--- config.mk ---
export PLATFORM = sky130hd
export DESIGN_NAME = integer_to_radix_symbols_flat
export DESIGN_NICKNAME = d
export VERILOG_FILES = /design/src/hdl/itrs_pkg.sv /design/src/hdl/itrs_if.sv /design/src/hdl/integer_to_radix_symbols.sv /design/src/hdl/itrs_ram.sv /design/src/hdl/itrs_dp.sv /design/src/hdl/itrs_ctrl.sv /design/src/flat_wrapper.sv
export VERILOG_INCLUDE_DIRS = /design/src /design/src/hdl
export SDC_FILE = /design/constraint.sdc
export NUM_CORES = 2
export LEC_CHECK = 0
export BUFFER_PORTS_ARGS = -buffer_cell sky130_fd_sc_hd__buf_2
export CAP_MARGIN = 20
export CORE_UTILIZATION = 65
export CTS_CLUSTER_SIZE = 24
export DETAILED_ROUTE_END_ITERATION = 16
export GPL_ROUTABILITY_DRIVEN = 0
export PLACE_DENSITY_LB_ADDON = 0.3
export SKIP_CTS_REPAIR_TIMING = 1
export SLEW_MARGIN = 30
export SYNTH_ARGS = -nofsm -noshare
export SYNTH_HDL_FRONTEND = slang
export SYNTH_SLANG_ARGS = --single-unit
--- constraint.sdc ---
create_clock -name clk -period 16.8 [get_ports clk]
set_input_delay 0.84 -clock clk [delete_from_list [all_inputs] [get_ports clk]]
set_output_delay 0.84 -clock clk [all_outputs]
set_load 0.005 [all_outputs]
--- src/hdl/integer_to_radix_symbols_defines.svh ---
// assertion macros shared by the radix symbol converter rtl
// no dependencies; included by the modules that check their own logic
`ifndef INTEGER_TO_RADIX_SYMBOLS_DEFINES_SVH
`define INTEGER_TO_RADIX_SYMBOLS_DEFINES_SVH
`ifndef SYNTH
`define ITRS_ASSERT(lbl, clk, rst_n, prop, msg) \
    lbl: assert property (@(posedge clk) disable iff (!rst_n) prop) else $error(msg);
`define ITRS_ASSERT_NEVER(lbl, clk, rst_n, expr, msg) \
    lbl: assert property (@(posedge clk) disable iff (!rst_n) !(expr)) else $error(msg);
`else
`define ITRS_ASSERT(lbl, clk, rst_n, prop, msg)
`define ITRS_ASSERT_NEVER(lbl, clk, rst_n, expr, msg)
`endif
`endif

--- src/hdl/itrs_pkg.sv ---
// shared types and constants for the radix symbol converter
// no dependencies
package itrs_pkg;

    localparam int MAG_W      = 32;
    localparam int CHAR_W     = 8;
    localparam int BASE_W     = 8;
    localparam int SLOT_W     = 7;
    localparam int DIV_BITS   = 4;
    localparam int DIV_STEPS  = MAG_W / DIV_BITS;
    localparam int DIV_CNT_W  = $clog2(DIV_STEPS);
    localparam int MAX_DIGITS = MAG_W;

    localparam logic [CHAR_W-1:0] CH_PLUS  = 8'h2B;
    localparam logic [CHAR_W-1:0] CH_MINUS = 8'h2D;
    localparam logic [CHAR_W-1:0] CH_SPACE = 8'h20;
    localparam logic [CHAR_W-1:0] CH_TILDE = 8'h7E;
    localparam logic [CHAR_W-1:0] CH_NONE  = 8'h00;

    typedef enum logic [0:0] {
        OP_LOAD    = 1'b0,
        OP_CONVERT = 1'b1
    } op_t;

    typedef enum logic [1:0] {
        OUT_MINUS,
        OUT_DIGIT,
        OUT_BAD
    } out_sel_t;

    typedef enum logic [2:0] {
        ST_IDLE,
        ST_CHECK,
        ST_SIGN,
        ST_DIV,
        ST_STORE,
        ST_DRD,
        ST_SRD,
        ST_PUT
    } state_t;

    typedef struct packed {
        logic     sym_wr;
        logic     start;
        logic     chk_run;
        logic     div_step;
        logic     dig_store;
        logic     dig_rd;
        logic     sym_rd_dig;
        logic     out_load;
        out_sel_t out_sel;
    } itrs_cmd_t;

    typedef struct packed {
        logic chk_done;
        logic chk_bad;
        logic neg;
        logic div_last;
        logic quo_zero;
        logic dig_empty;
        logic out_free;
    } itrs_sts_t;

endpackage

--- src/hdl/itrs_if.sv ---
// valid/ready channels of the radix symbol converter
// depends on itrs_pkg
interface itrs_req_if
    import itrs_pkg::*;
();
    logic                     valid;
    logic                     ready;
    logic                     op;
    logic [SLOT_W-1:0]        slot;
    logic [CHAR_W-1:0]        symbol;
    logic signed [MAG_W-1:0]  number;

    modport source (output valid, op, slot, symbol, number, input ready);
    modport sink   (input valid, op, slot, symbol, number, output ready);
endinterface

interface itrs_rsp_if
    import itrs_pkg::*;
();
    logic              valid;
    logic              ready;
    logic [CHAR_W-1:0] character;
    logic              last;
    logic              bad_base;

    modport source (output valid, character, last, bad_base, input ready);
    modport sink   (input valid, character, last, bad_base, output ready);
endinterface

--- src/hdl/integer_to_radix_symbols.sv ---
// integer to radix symbols: writes a signed 32-bit number in a user-defined digit alphabet
// top level; depends on itrs_pkg, itrs_if, itrs_ram, itrs_dp and itrs_ctrl
//
// req channel (valid/ready): op = 0 writes symbol into table position slot, op = 1 converts
// number. rsp channel (valid/ready): one transfer per character, '-' first for a negative
// number, then the digits most significant first; last marks the final one. A base that
// fails the check (fewer than two symbols, more than the table, a non-printable symbol,
// '+', '-', or a repeat) gives a single transfer with bad_base = 1 and last = 1.
// cfg_wr_en/cfg_wr_data write the number of symbols in use; write it only while idle.
// a load writes the table when it is taken and leaves the block idle. a conversion walks
// up to base_length table entries at one per cycle (symbol ram read port), then per digit runs
// DIV_STEPS divider steps of 4 quotient bits each plus a store step, then reads each digit
// out through ST_DRD (digit read), ST_SRD (symbol read) and ST_PUT (result load).
// req is taken only between conversions; the result register lets the next item in
// while the final transfer still waits.
// when rsp.ready is low the block holds the current result and pauses the readout.
// reset clears the state machine, the result valid and base_length; table contents
// are undefined until loaded.
module integer_to_radix_symbols
    import itrs_pkg::*;
#(
    parameter int SYMBOL_SLOTS = 128,
    parameter int DIGIT_SLOTS  = 32
) (
    input  logic              clk,
    input  logic              rst_n,
    itrs_req_if.sink          req,
    itrs_rsp_if.source        rsp,
    input  logic              cfg_wr_en,
    input  logic [BASE_W-1:0] cfg_wr_data
);

    itrs_cmd_t cmd;
    itrs_sts_t sts;
    logic      in_ready;

    assign req.ready = in_ready;

    itrs_ctrl u_ctrl (
        .clk      (clk),
        .rst_n    (rst_n),
        .in_valid (req.valid),
        .in_op    (req.op),
        .in_ready (in_ready),
        .sts      (sts),
        .cmd      (cmd)
    );

    itrs_dp #(
        .SYMBOL_SLOTS (SYMBOL_SLOTS),
        .DIGIT_SLOTS  (DIGIT_SLOTS)
    ) u_dp (
        .clk         (clk),
        .rst_n       (rst_n),
        .req         (req),
        .rsp         (rsp),
        .cfg_wr_en   (cfg_wr_en),
        .cfg_wr_data (cfg_wr_data),
        .cmd         (cmd),
        .sts         (sts)
    );

endmodule

--- src/hdl/itrs_ram.sv ---
// generic single write port, single read port ram with registered read
// no dependencies
module itrs_ram #(
    parameter int WIDTH = 8,
    parameter int DEPTH = 128
) (
    input  logic                     clk,
    input  logic                     wr_en,
    input  logic [$clog2(DEPTH)-1:0] wr_addr,
    input  logic [WIDTH-1:0]         wr_data,
    input  logic                     rd_en,
    input  logic [$clog2(DEPTH)-1:0] rd_addr,
    output logic [WIDTH-1:0]         rd_data
);

    logic [WIDTH-1:0] mem_reg [DEPTH];
    logic [WIDTH-1:0] rd_data_reg;

    always_ff @(posedge clk)
    begin
        if (wr_en)
        begin
            mem_reg[wr_addr] <= wr_data;
        end
        if (rd_en)
        begin
            rd_data_reg <= mem_reg[rd_addr];
        end
    end

    assign rd_data = rd_data_reg;

endmodule

--- src/hdl/itrs_dp.sv ---
// datapath: symbol table, base check, radix divider, digit buffer, result register
// depends on itrs_pkg, itrs_if, itrs_ram and the assertion macros
`include "integer_to_radix_symbols_defines.svh"

module itrs_dp
    import itrs_pkg::*;
#(
    parameter int SYMBOL_SLOTS = 128,
    parameter int DIGIT_SLOTS  = 32
) (
    input  logic              clk,
    input  logic              rst_n,
    itrs_req_if.sink          req,
    itrs_rsp_if.source        rsp,
    input  logic              cfg_wr_en,
    input  logic [BASE_W-1:0] cfg_wr_data,
    input  itrs_cmd_t         cmd,
    output itrs_sts_t         sts
);

    localparam int SYM_AW = $clog2(SYMBOL_SLOTS);
    localparam int DIG_AW = $clog2(DIGIT_SLOTS);
    localparam int CNT_W  = $clog2(DIGIT_SLOTS + 1);
    localparam logic [BASE_W:0] SLOTS_LIM = (BASE_W + 1)'(SYMBOL_SLOTS);

    logic [BASE_W-1:0]    base_reg;
    logic [BASE_W-1:0]    chk_idx_reg;
    logic                 chk_pend_reg;
    logic                 chk_bad_reg;
    logic [255:0]         seen_reg;
    logic                 neg_reg;
    logic [MAG_W-1:0]     quo_reg;
    logic [BASE_W-1:0]    rem_reg;
    logic [DIV_CNT_W-1:0] div_cnt_reg;
    logic [CNT_W-1:0]     dig_cnt_reg;
    logic                 out_valid_reg;
    logic [CHAR_W-1:0]    out_char_reg;
    logic                 out_last_reg;
    logic                 out_bad_reg;

    logic [MAG_W-1:0]     num_u;
    logic [MAG_W-1:0]     mag_in;
    logic                 range_bad;
    logic                 chk_issue;
    logic [CHAR_W-1:0]    sym_rd_data;
    logic                 sym_bad;
    logic [BASE_W:0]      slot_ext;
    logic                 sym_wr_en;
    logic                 sym_rd_en;
    logic [SYM_AW-1:0]    sym_rd_addr;
    logic [SYM_AW-1:0]    dig_rd_data;
    logic                 dig_wr_en;
    logic [CNT_W-1:0]     dig_cnt_m1;
    logic [MAG_W-1:0]     quo_next;
    logic [BASE_W-1:0]    rem_next;
    logic [BASE_W:0]      trial;
    logic                 out_free;

    // configuration
    always_ff @(posedge clk or negedge rst_n)
    begin
        if (!rst_n)
        begin
            base_reg <= '0;
        end
        else if (cfg_wr_en)
        begin
            base_reg <= cfg_wr_data;
        end
    end

    // symbol table
    assign slot_ext    = (BASE_W + 1)'(req.slot);
    assign sym_wr_en   = cmd.sym_wr && (slot_ext < SLOTS_LIM);
    assign chk_issue   = cmd.chk_run && !chk_bad_reg && (chk_idx_reg < base_reg);
    assign sym_rd_en   = chk_issue || cmd.sym_rd_dig;
    assign sym_rd_addr = cmd.sym_rd_dig ? dig_rd_data : chk_idx_reg[SYM_AW-1:0];

    itrs_ram #(
        .WIDTH (CHAR_W),
        .DEPTH (SYMBOL_SLOTS)
    ) u_sym_ram (
        .clk     (clk),
        .wr_en   (sym_wr_en),
        .wr_addr (slot_ext[SYM_AW-1:0]),
        .wr_data (req.symbol),
        .rd_en   (sym_rd_en),
        .rd_addr (sym_rd_addr),
        .rd_data (sym_rd_data)
    );

    // base check, one table entry per cycle; seen_reg marks symbols already met
    assign range_bad = (base_reg < BASE_W'(2)) || ((BASE_W + 1)'(base_reg) > SLOTS_LIM);
    assign sym_bad   = (sym_rd_data == CH_PLUS) || (sym_rd_data == CH_MINUS)
                    || (sym_rd_data < CH_SPACE) || (sym_rd_data > CH_TILDE)
                    || seen_reg[sym_rd_data];

    always_ff @(posedge clk or negedge rst_n)
    begin
        if (!rst_n)
        begin
            chk_idx_reg  <= '0;
            chk_pend_reg <= 1'b0;
            chk_bad_reg  <= 1'b0;
            seen_reg     <= '0;
        end
        else if (cmd.start)
        begin
            chk_idx_reg  <= '0;
            chk_pend_reg <= 1'b0;
            chk_bad_reg  <= range_bad;
            seen_reg     <= '0;
        end
        else
        begin
            chk_pend_reg <= chk_issue;
            if (chk_issue)
            begin
                chk_idx_reg <= chk_idx_reg + BASE_W'(1);
            end
            if (chk_pend_reg)
            begin
                seen_reg[sym_rd_data] <= 1'b1;
                if (sym_bad)
                begin
                    chk_bad_reg <= 1'b1;
                end
            end
        end
    end

    // magnitude, most negative number wraps to 2^31 unsigned
    assign num_u  = $unsigned(req.number);
    assign mag_in = num_u[MAG_W-1] ? (~num_u + MAG_W'(1)) : num_u;

    // restoring division, DIV_BITS quotient bits per cycle
    always_comb
    begin
        quo_next = quo_reg;
        rem_next = rem_reg;
        trial    = '0;
        for (int i = 0; i < DIV_BITS; i++)
        begin
            trial    = {rem_next, quo_next[MAG_W-1]};
            quo_next = {quo_next[MAG_W-2:0], 1'b0};
            if (trial >= (BASE_W + 1)'(base_reg))
            begin
                trial       = trial - (BASE_W + 1)'(base_reg);
                quo_next[0] = 1'b1;
            end
            rem_next = trial[BASE_W-1:0];
        end
    end

    always_ff @(posedge clk or negedge rst_n)
    begin
        if (!rst_n)
        begin
            div_cnt_reg <= '0;
            dig_cnt_reg <= '0;
        end
        else if (cmd.start)
        begin
            div_cnt_reg <= '0;
            dig_cnt_reg <= '0;
        end
        else if (cmd.div_step)
        begin
            div_cnt_reg <= div_cnt_reg + DIV_CNT_W'(1);
        end
        else if (cmd.dig_store)
        begin
            div_cnt_reg <= '0;
            if (dig_wr_en)
            begin
                dig_cnt_reg <= dig_cnt_reg + CNT_W'(1);
            end
        end
        else if (cmd.dig_rd)
        begin
            dig_cnt_reg <= dig_cnt_m1;
        end
    end

    always_ff @(posedge clk)
    begin
        if (cmd.start)
        begin
            neg_reg <= num_u[MAG_W-1];
            quo_reg <= mag_in;
            rem_reg <= '0;
        end
        else if (cmd.div_step)
        begin
            quo_reg <= quo_next;
            rem_reg <= rem_next;
        end
        else if (cmd.dig_store)
        begin
            rem_reg <= '0;
        end
    end

    // digit buffer, least significant digit first
    assign dig_wr_en  = cmd.dig_store && (dig_cnt_reg < CNT_W'(DIGIT_SLOTS));
    assign dig_cnt_m1 = dig_cnt_reg - CNT_W'(1);

    itrs_ram #(
        .WIDTH (SYM_AW),
        .DEPTH (DIGIT_SLOTS)
    ) u_dig_ram (
        .clk     (clk),
        .wr_en   (dig_wr_en),
        .wr_addr (dig_cnt_reg[DIG_AW-1:0]),
        .wr_data (rem_reg[SYM_AW-1:0]),
        .rd_en   (cmd.dig_rd),
        .rd_addr (dig_cnt_m1[DIG_AW-1:0]),
        .rd_data (dig_rd_data)
    );

    // result register
    assign out_free = !out_valid_reg || rsp.ready;

    always_ff @(posedge clk or negedge rst_n)
    begin
        if (!rst_n)
        begin
            out_valid_reg <= 1'b0;
        end
        else if (cmd.out_load)
        begin
            out_valid_reg <= 1'b1;
        end
        else if (rsp.ready)
        begin
            out_valid_reg <= 1'b0;
        end
    end

    always_ff @(posedge clk)
    begin
        if (cmd.out_load)
        begin
            case (cmd.out_sel)
                OUT_MINUS:
                begin
                    out_char_reg <= CH_MINUS;
                    out_last_reg <= 1'b0;
                    out_bad_reg  <= 1'b0;
                end
                OUT_DIGIT:
                begin
                    out_char_reg <= sym_rd_data;
                    out_last_reg <= (dig_cnt_reg == '0);
                    out_bad_reg  <= 1'b0;
                end
                default:
                begin
                    out_char_reg <= CH_NONE;
                    out_last_reg <= 1'b1;
                    out_bad_reg  <= 1'b1;
                end
            endcase
        end
    end

    assign rsp.valid     = out_valid_reg;
    assign rsp.character = out_char_reg;
    assign rsp.last      = out_last_reg;
    assign rsp.bad_base  = out_bad_reg;

    assign sts.chk_done  = !chk_pend_reg && (chk_bad_reg || (chk_idx_reg >= base_reg));
    assign sts.chk_bad   = chk_bad_reg;
    assign sts.neg       = neg_reg;
    assign sts.div_last  = (div_cnt_reg == DIV_CNT_W'(DIV_STEPS - 1));
    assign sts.quo_zero  = (quo_reg == '0);
    assign sts.dig_empty = (dig_cnt_reg == '0);
    assign sts.out_free  = out_free;

    `ITRS_ASSERT(a_bad_is_last, clk, rst_n, (out_valid_reg && out_bad_reg) |-> out_last_reg, "bad base result not marked last")
    `ITRS_ASSERT_NEVER(a_dig_bound, clk, rst_n, dig_cnt_reg > CNT_W'(MAX_DIGITS), "digit count beyond 32")
    `ITRS_ASSERT(a_rem_below_base, clk, rst_n, cmd.dig_store |-> (rem_reg < base_reg), "stored digit not below base")

endmodule

--- src/hdl/itrs_ctrl.sv ---
// controller state machine: sequences check, division, digit readout and results
// depends on itrs_pkg and the assertion macros
`include "integer_to_radix_symbols_defines.svh"

module itrs_ctrl
    import itrs_pkg::*;
(
    input  logic      clk,
    input  logic      rst_n,
    input  logic      in_valid,
    input  logic      in_op,
    output logic      in_ready,
    input  itrs_sts_t sts,
    output itrs_cmd_t cmd
);

    state_t state_reg;
    state_t state_next;

    always_ff @(posedge clk or negedge rst_n)
    begin
        if (!rst_n)
        begin
            state_reg <= ST_IDLE;
        end
        else
        begin
            state_reg <= state_next;
        end
    end

    always_comb
    begin
        state_next = state_reg;
        cmd        = '0;
        cmd.out_sel = OUT_DIGIT;
        in_ready   = 1'b0;
        unique case (state_reg)
            ST_IDLE:
            begin
                in_ready = 1'b1;
                if (in_valid)
                begin
                    if (op_t'(in_op) == OP_LOAD)
                    begin
                        cmd.sym_wr = 1'b1;
                    end
                    else
                    begin
                        cmd.start  = 1'b1;
                        state_next = ST_CHECK;
                    end
                end
            end
            ST_CHECK:
            begin
                cmd.chk_run = 1'b1;
                if (sts.chk_done)
                begin
                    if (!sts.chk_bad)
                    begin
                        state_next = ST_SIGN;
                    end
                    else if (sts.out_free)
                    begin
                        cmd.out_load = 1'b1;
                        cmd.out_sel  = OUT_BAD;
                        state_next   = ST_IDLE;
                    end
                end
            end
            ST_SIGN:
            begin
                if (!sts.neg)
                begin
                    state_next = ST_DIV;
                end
                else if (sts.out_free)
                begin
                    cmd.out_load = 1'b1;
                    cmd.out_sel  = OUT_MINUS;
                    state_next   = ST_DIV;
                end
            end
            ST_DIV:
            begin
                cmd.div_step = 1'b1;
                if (sts.div_last)
                begin
                    state_next = ST_STORE;
                end
            end
            ST_STORE:
            begin
                cmd.dig_store = 1'b1;
                state_next    = sts.quo_zero ? ST_DRD : ST_DIV;
            end
            ST_DRD:
            begin
                cmd.dig_rd = 1'b1;
                state_next = ST_SRD;
            end
            ST_SRD:
            begin
                cmd.sym_rd_dig = 1'b1;
                state_next     = ST_PUT;
            end
            ST_PUT:
            begin
                if (sts.out_free)
                begin
                    cmd.out_load = 1'b1;
                    cmd.out_sel  = OUT_DIGIT;
                    state_next   = sts.dig_empty ? ST_IDLE : ST_DRD;
                end
            end
            default:
            begin
                state_next = ST_IDLE;
            end
        endcase
    end

    `ITRS_ASSERT(a_load_when_free, clk, rst_n, cmd.out_load |-> sts.out_free, "result loaded over a pending one")
    `ITRS_ASSERT(a_last_to_idle, clk, rst_n, (state_reg == ST_PUT && cmd.out_load && sts.dig_empty) |=> (state_reg == ST_IDLE), "no return to idle after last digit")
    `ITRS_ASSERT_NEVER(a_rd_empty, clk, rst_n, cmd.dig_rd && sts.dig_empty, "digit read from empty buffer")

endmodule
--- src/flat_wrapper.sv ---
// flat-port wrapper written by rule: the top's interface ports become plain ports
module integer_to_radix_symbols_flat import itrs_pkg::*;
#(
    parameter int SYMBOL_SLOTS = 128,
    parameter int DIGIT_SLOTS  = 32
)
  (clk, rst_n, cfg_wr_en, cfg_wr_data, req_valid, req_op, req_slot, req_symbol, req_number, req_ready, rsp_valid, rsp_character, rsp_last, rsp_bad_base, rsp_ready);
  itrs_req_if req_i ();
  itrs_rsp_if rsp_i ();
  input  logic clk;
  input  logic rst_n;
  input  logic cfg_wr_en;
  input  logic [BASE_W-1:0] cfg_wr_data;
  input wire logic [$bits(req_i.valid)-1:0] req_valid;
  input wire logic [$bits(req_i.op)-1:0] req_op;
  input wire logic [$bits(req_i.slot)-1:0] req_slot;
  input wire logic [$bits(req_i.symbol)-1:0] req_symbol;
  input wire logic [$bits(req_i.number)-1:0] req_number;
  output wire logic [$bits(req_i.ready)-1:0] req_ready;
  output wire logic [$bits(rsp_i.valid)-1:0] rsp_valid;
  output wire logic [$bits(rsp_i.character)-1:0] rsp_character;
  output wire logic [$bits(rsp_i.last)-1:0] rsp_last;
  output wire logic [$bits(rsp_i.bad_base)-1:0] rsp_bad_base;
  input wire logic [$bits(rsp_i.ready)-1:0] rsp_ready;
  assign req_i.valid = req_valid;
  assign req_i.op = req_op;
  assign req_i.slot = req_slot;
  assign req_i.symbol = req_symbol;
  assign req_i.number = req_number;
  assign req_ready = req_i.ready;
  assign rsp_valid = rsp_i.valid;
  assign rsp_character = rsp_i.character;
  assign rsp_last = rsp_i.last;
  assign rsp_bad_base = rsp_i.bad_base;
  assign rsp_i.ready = rsp_ready;
  integer_to_radix_symbols #(.SYMBOL_SLOTS(SYMBOL_SLOTS), .DIGIT_SLOTS(DIGIT_SLOTS)) u_core (.clk(clk), .rst_n(rst_n), .req(req_i), .rsp(rsp_i), .cfg_wr_en(cfg_wr_en), .cfg_wr_data(cfg_wr_data));
endmodule
After elaboration in Yosys (flattened, before gate mapping) --
Memories as Yosys holds them, arrays and structs flattened. A register that Yosys moved wholly into a read port is not among the register bits. Index checks and enable logic that the tools add are counted.
Word-level totals: memories kept 2, word-level logic and storage cells 167, register bits 338, input port bits 61, RAM bits 1248, output and inout bits 12
Memory list:
- u_core.u_dp.u_sym_ram.mem_reg | words 128, bits a word 8, rd ports 1, clocked after Yosys merged registers in 1, write ports 1, line itrs_ram.sv:16 | logic [WIDTH-1:0] mem_reg [DEPTH];
- u_core.u_dp.u_dig_ram.mem_reg | words 32, bits a word 7, rd ports 1, clocked after Yosys merged registers in 1, write ports 1, line itrs_ram.sv:16
Cells by class: $add $sub $neg 9, bitwise logic cells 2, order comparisons 14, muxes and demuxes 72, reduce and logical (&&, ||, !) cells 33, equal/unequal tests 20
Operators by type and width (count):
- 2-to-1 mux 256 bit | 2
- bitwise OR 256 bit | 1
- 2-to-1 mux 32 bit | 3
- 2-to-1 mux 8 bit | 8
- 2-to-1 mux 3 bit | 20
- >= comparator 9 x 8 -> 1 bit | 4
- adder 32 x 1 -> 32 bit, second input constant | 1
- zero test 32 bit | 1
- inverter 32 bit | 1
- subtractor 8 bit | 4
- 2-to-1 mux 6 bit | 5
- 2-to-1 mux 1 bit | 25
- one-hot mux 3 bit (8 select lines) | 1
- == test 8 x 6 -> 1 bit, second input constant | 2
- one-hot mux 8 bit (2 select lines) | 1
- == test 3 bit, second input constant | 5
- nonzero test 2 bit | 6
- < comparator 8 x 9 -> 1 bit, second input constant | 1
- one-hot mux 3 bit (3 select lines) | 1
- adder 8 x 1 -> 8 bit, second input constant | 1
- binary-select mux 1 bit (select 8 bit) | 1
- demux 1 bit (select 8 bit) | 1
- >= comparator 8 x 1 -> 1 bit, second input constant | 1
- >= comparator 8 bit | 1
- other kinds (31) | 53

Longest topological paths before layout --
depth in word-level cells 10, mapped depth 37, gate-level depth less buffers 35

Worst setup path after synthesis --
No wires, ideal clock.
path type register to register, from reg u_core.u_dp.rem_reg[3], to reg u_core.u_dp.rem_reg[1], library setup time 122 ps, cell stages (with the launch flop) 34, period minus slack after synthesis 7680 ps, data required time 16678 ps, path buffers 2, path slack 9120 ps, data arrival time 7558 ps, cells stage by stage dfxtp_1 > ha_1 > a21oi_1 > nand2_1 > o221ai_2 > nand2_1 > mux2_2 > ha_1 > and3_1 > a41o_1 > a21o_1 > nor3_4 > mux2_2 > inv_1 > ha_1 > nor2b_1 > o21ai_0 > nand2_1 > o41ai_1 > o21ai_0 > a31o_2 > buf_6 > mux2_4 > inv_1 > ha_1 > nor2b_1 > o21ai_0 > a21oi_1 > o31ai_1 > o21ai_0 > a21oi_1 > o211ai_2 > buf_6 > a221o_1
On the way: longest elaborated chain between the ends 9, elaborated cells between the ends (all ways) 13, classes of those cells add/sub: 4; order compare: 4; mux: 5
RTL lines:
- from (decl) | line itrs_dp.sv:33 | logic [BASE_W-1:0] rem_reg;
- from (signal assigned) | line itrs_dp.sv:196 | rem_reg <= rem_next;
- subtractor 8 bit / >= comparator 9 x 8 -> 1 bit (equally long branches) | line itrs_dp.sv:148, itrs_dp.sv:146
- 2-to-1 mux 8 bit (*) | line itrs_dp.sv:146 | if (trial >= (BASE_W + 1)'(base_reg))
- subtractor 8 bit / >= comparator 9 x 8 -> 1 bit (equally long branches) | line itrs_dp.sv:148, itrs_dp.sv:146
- 2-to-1 mux 8 bit (*) | line itrs_dp.sv:146
- >= comparator 9 x 8 -> 1 bit / subtractor 8 bit (equally long branches) | line itrs_dp.sv:146, itrs_dp.sv:148
- 2-to-1 mux 8 bit (*) | line itrs_dp.sv:146
- subtractor 8 bit / >= comparator 9 x 8 -> 1 bit (equally long branches) | line itrs_dp.sv:148, itrs_dp.sv:146
- 2-to-1 mux 8 bit (*) | line itrs_dp.sv:146
- 2-to-1 mux 8 bit (*) | line itrs_dp.sv:193 | else if (cmd.div_step)
Every way passes the cells marked *; elsewhere a longest branch is shown, timed or not. A chain may end at the register's enable or synchronous reset.

Final worst setup path --
from reg u_core.u_dp.rem_reg[3], to reg u_core.u_dp.rem_reg[6]
The elaborated chain is that of the path after synthesis.

==> flow_summary.ini <==
[timing]
fin_skew_ps = 34.21
fmax_ghz = 0.1080
slew_headroom = 0.3042
post-route-period-util = 0.5513
tightest_slew_ps = 1040
hold_viol_final = 0
min_period_ps = 9262
rsz0062_at_grt = no
setup_tns_ps = 0
setup-violations-final = 0
slew_violations = 0

[worst_setup_path]
crit_end = u_core.u_dp.rem_reg[6]
cp-start-kind = flip-flop
worst-path-stages = 34
slowest_stage = dfxtp_2
required_ps = 17390
rr_worst_depth = 34
critPathTopFamily = compound AO/OA/AOI/OAI gates
crit_buf_inv = 3
endpoint_kind = flip-flop
crit_top_cell = o21ai_0
r2r-start = u_core.u_dp.rem_reg[3]
slowest_delay_ps = 690
critical_path_arrival_ps = 9850
rrSetupSlack_ps = 7540
rr_endpoint = u_core.u_dp.rem_reg[6]
crit_start = u_core.u_dp.rem_reg[3]
worstSetupPathType = flip-flop to flip-flop
crit_fanout = 35

[detailed_routing]
dr.pass1.iters = 8
post-route-drc-count = 0
vias = 33887
wirelength_mm = 143.5
wire_per_inst_um = 29.70
drt_iter0_markers = 4937
vias_per_cell = 7.013
ant_nets = 0

[yosys]
synth_edf_count = 1306
ys.flop_type = edfxtp_1
synth.net_count = 3582
async_flop_share = 0.08813
ys_ff_latch = 1441
ys_seq_area_frac = 0.7119
yosys.cell_types.count = 78
synth_warnings = 0
syn_area_per_cell_um2 = 17.23
synthCells = 3469
synth.cell_area_mm2 = 0.05978

[die]
die_height_um = 305.3
rows = 110
start_util = 0.6601
io-pin-count = 73
die_x_um = 305.3
core_mm2 = 0.09056
dieArea_mm2 = 0.09318

[clock_network]
clk_latency_ps = 770
cts_buffers = 141
clk_path_buf_depth = 3
cts.clk_slew.worst_paths_ps = 60
cts_sinks = 1441
htreeDepth = 4
root_buffer = clkbuf_16
tritoncts = done

[final_layout]
final_common_cell = edfxtp_1
largest_reg_flops = 1024
area_growth_pct = 9.856
drive_gt1_frac = 0.2021
final_cell_mix = edfxtp_1 (1306), mux4_2 (350), nor2_1 (338), nand2_1 (310), clkbuf_16 (146)
final_core_util = 0.7251
nets = 3653
fill_cells = 5164

[global_routing]
grt_pass1_wl_mm = 214.8
grt_use_total = 0.3140
grt_max_degree = 108
grt_pass1_vias = 34127
overflow = 0
antenna_found_initial = 9

[placed_design]
hpwl_mm = 83.81
io_buffers = 72

[run_status]
status = finished clean

[power_and_ir_drop]
p_total_mw = 12.36
leakage_nw = 21.99
ir_drop_uv = 386.1
powerDensity_mw_per_mm2 = 188.2

[flow_run]
cap_viol_max_count = 0

[min_path]
min_path_type = primary input to flip-flop
[area by class of cell]
| type | count | area, µm² | area share |
|---|---|---|---|
| Antenna cell | 4 | 10.01 | 0.0001524 |
| Clock buffer | 179 | 3807 | 0.05798 |
| Clock inverter | 76 | 669.4 | 0.01019 |
| Inverter | 40 | 151.4 | 0.002305 |
| Multi-Input combinational cell | 1796 | 16190 | 0.2465 |
| Sequential cell | 1441 | 42570 | 0.6482 |
| Tap cell | 1176 | 1471 | 0.02241 |
| Timing Repair Buffer | 120 | 804.5 | 0.01225 |
[worst min path at each step]
stage / start / endpoint / slack (ps) / cells past startpoint
after floorplan: u_core.u_dp.seen_reg[102] / u_core.u_dp.seen_reg[102] / 460 / 2
after global placement: u_core.u_dp.seen_reg[68] / u_core.u_dp.seen_reg[68] / 470 / 2
after detailed placement: u_core.u_dp.seen_reg[34] / u_core.u_dp.seen_reg[34] / 480 / 2
after CTS: rst_n / u_core.u_dp.base_reg[4] / -100 / 1
after global routing: cfg_wr_data[4] / u_core.u_dp.base_reg[4] / 320 / 3
final: cfg_wr_data[4] / u_core.u_dp.base_reg[4] / 340 / 3
[layer usage]
metal,track usage,routed length (µm),part of all wire,up-vias
li1,-,-,-,13860
met1,0.4349,52390,0.37,17204
met2,0.4941,69360,0.48,2398
met3,0.06704,15740,0.11,413
met4,0.1302,5920,0.041,12
met5,0,78,0.00054,-
[Yosys cell counts, types with 9 or more instances]
| cell | n | area (µm²) |
|---|---|---|
| nand4_1 | 19 | 118.9 |
| buf_1 | 10 | 37.54 |
| o22ai_1 | 18 | 112.6 |
| nor2b_1 | 23 | 143.9 |
| mux2_2 | 31 | 349.1 |
| nand2_1 | 310 | 1164 |
| dfrtp_1 | 127 | 3178 |
| buf_2 | 41 | 205.2 |
| a21oi_1 | 127 | 635.6 |
| nor3_1 | 31 | 155.2 |
| mux4_2 | 350 | 7883 |
| a22oi_1 | 21 | 157.7 |
| and2_1 | 11 | 68.82 |
| nor4_1 | 18 | 112.6 |
| nor2_1 | 343 | 1287 |
| and3_1 | 50 | 312.8 |
| edfxtp_1 | 1306 | 39220 |
| o21ai_0 | 71 | 355.3 |
| o31ai_1 | 9 | 67.56 |
| mux2i_1 | 32 | 320.3 |
| buf_4 | 16 | 120.1 |
| ha_1 | 48 | 600.6 |
| inv_1 | 39 | 146.4 |
| nand2b_1 | 12 | 75.07 |
| clkbuf_1 | 106 | 397.9 |
| xor2_1 | 41 | 359.1 |
| or3_1 | 12 | 75.07 |
| a31oi_1 | 47 | 294.0 |
| nand3_1 | 51 | 255.2 |
| a211oi_1 | 10 | 75.07 |
| buf_6 | 16 | 180.2 |
| xnor2_1 | 17 | 148.9 |
[worst reg2reg max path: cells and delay by family (launching register included)]
family	cells	cell delay (ps)
adder cells (fa/ha/maj)	4	1110
AO/OA/AOI/OAI	15	4020
flip-flops	1	690
buffers and inverters	3	250
multiplexers	4	1430
AND/OR/NAND/NOR	8	1600
[power by group]
group	switching [mW]	leakage [nW]	internal, mW	total (mW)
clock network	1.34	2.18	1.74	3.08
logic	2.71	6.30	2.06	4.77
registers	0.249	13.5	4.26	4.51
total	4.30	22.0	8.06	12.4
[cell families after synthesis]
group / after synthesis / share of synthesized area
multiplexers: 418 / 0.1450
AO/OA/AOI/OAI: 361 / 0.03711
adder cells (fa/ha/maj): 52 / 0.01139
XOR/XNOR: 58 / 0.008498
AND/OR/NAND/NOR: 907 / 0.06694
flip-flops: 1441 / 0.7119
buffers and inverters: 232 / 0.01917
[per-stage QoR]
stage / area, µm² / hold WS (ps) / worst slack, ps / std cells
floorplan: 59780 / 457.3 / 9120 / 3469
finish: 65670 / 338.7 / 7538 / 4832
CTS: 65600 / -102.7 / 7547 / 4826
global route: 65660 / 321.9 / 7147 / 4828
detailed placement: 61120 / 478.8 / 7601 / 4571
global placement: 61080 / 470.1 / 8172 / 4569
Power figures use the tool's default switching activity.
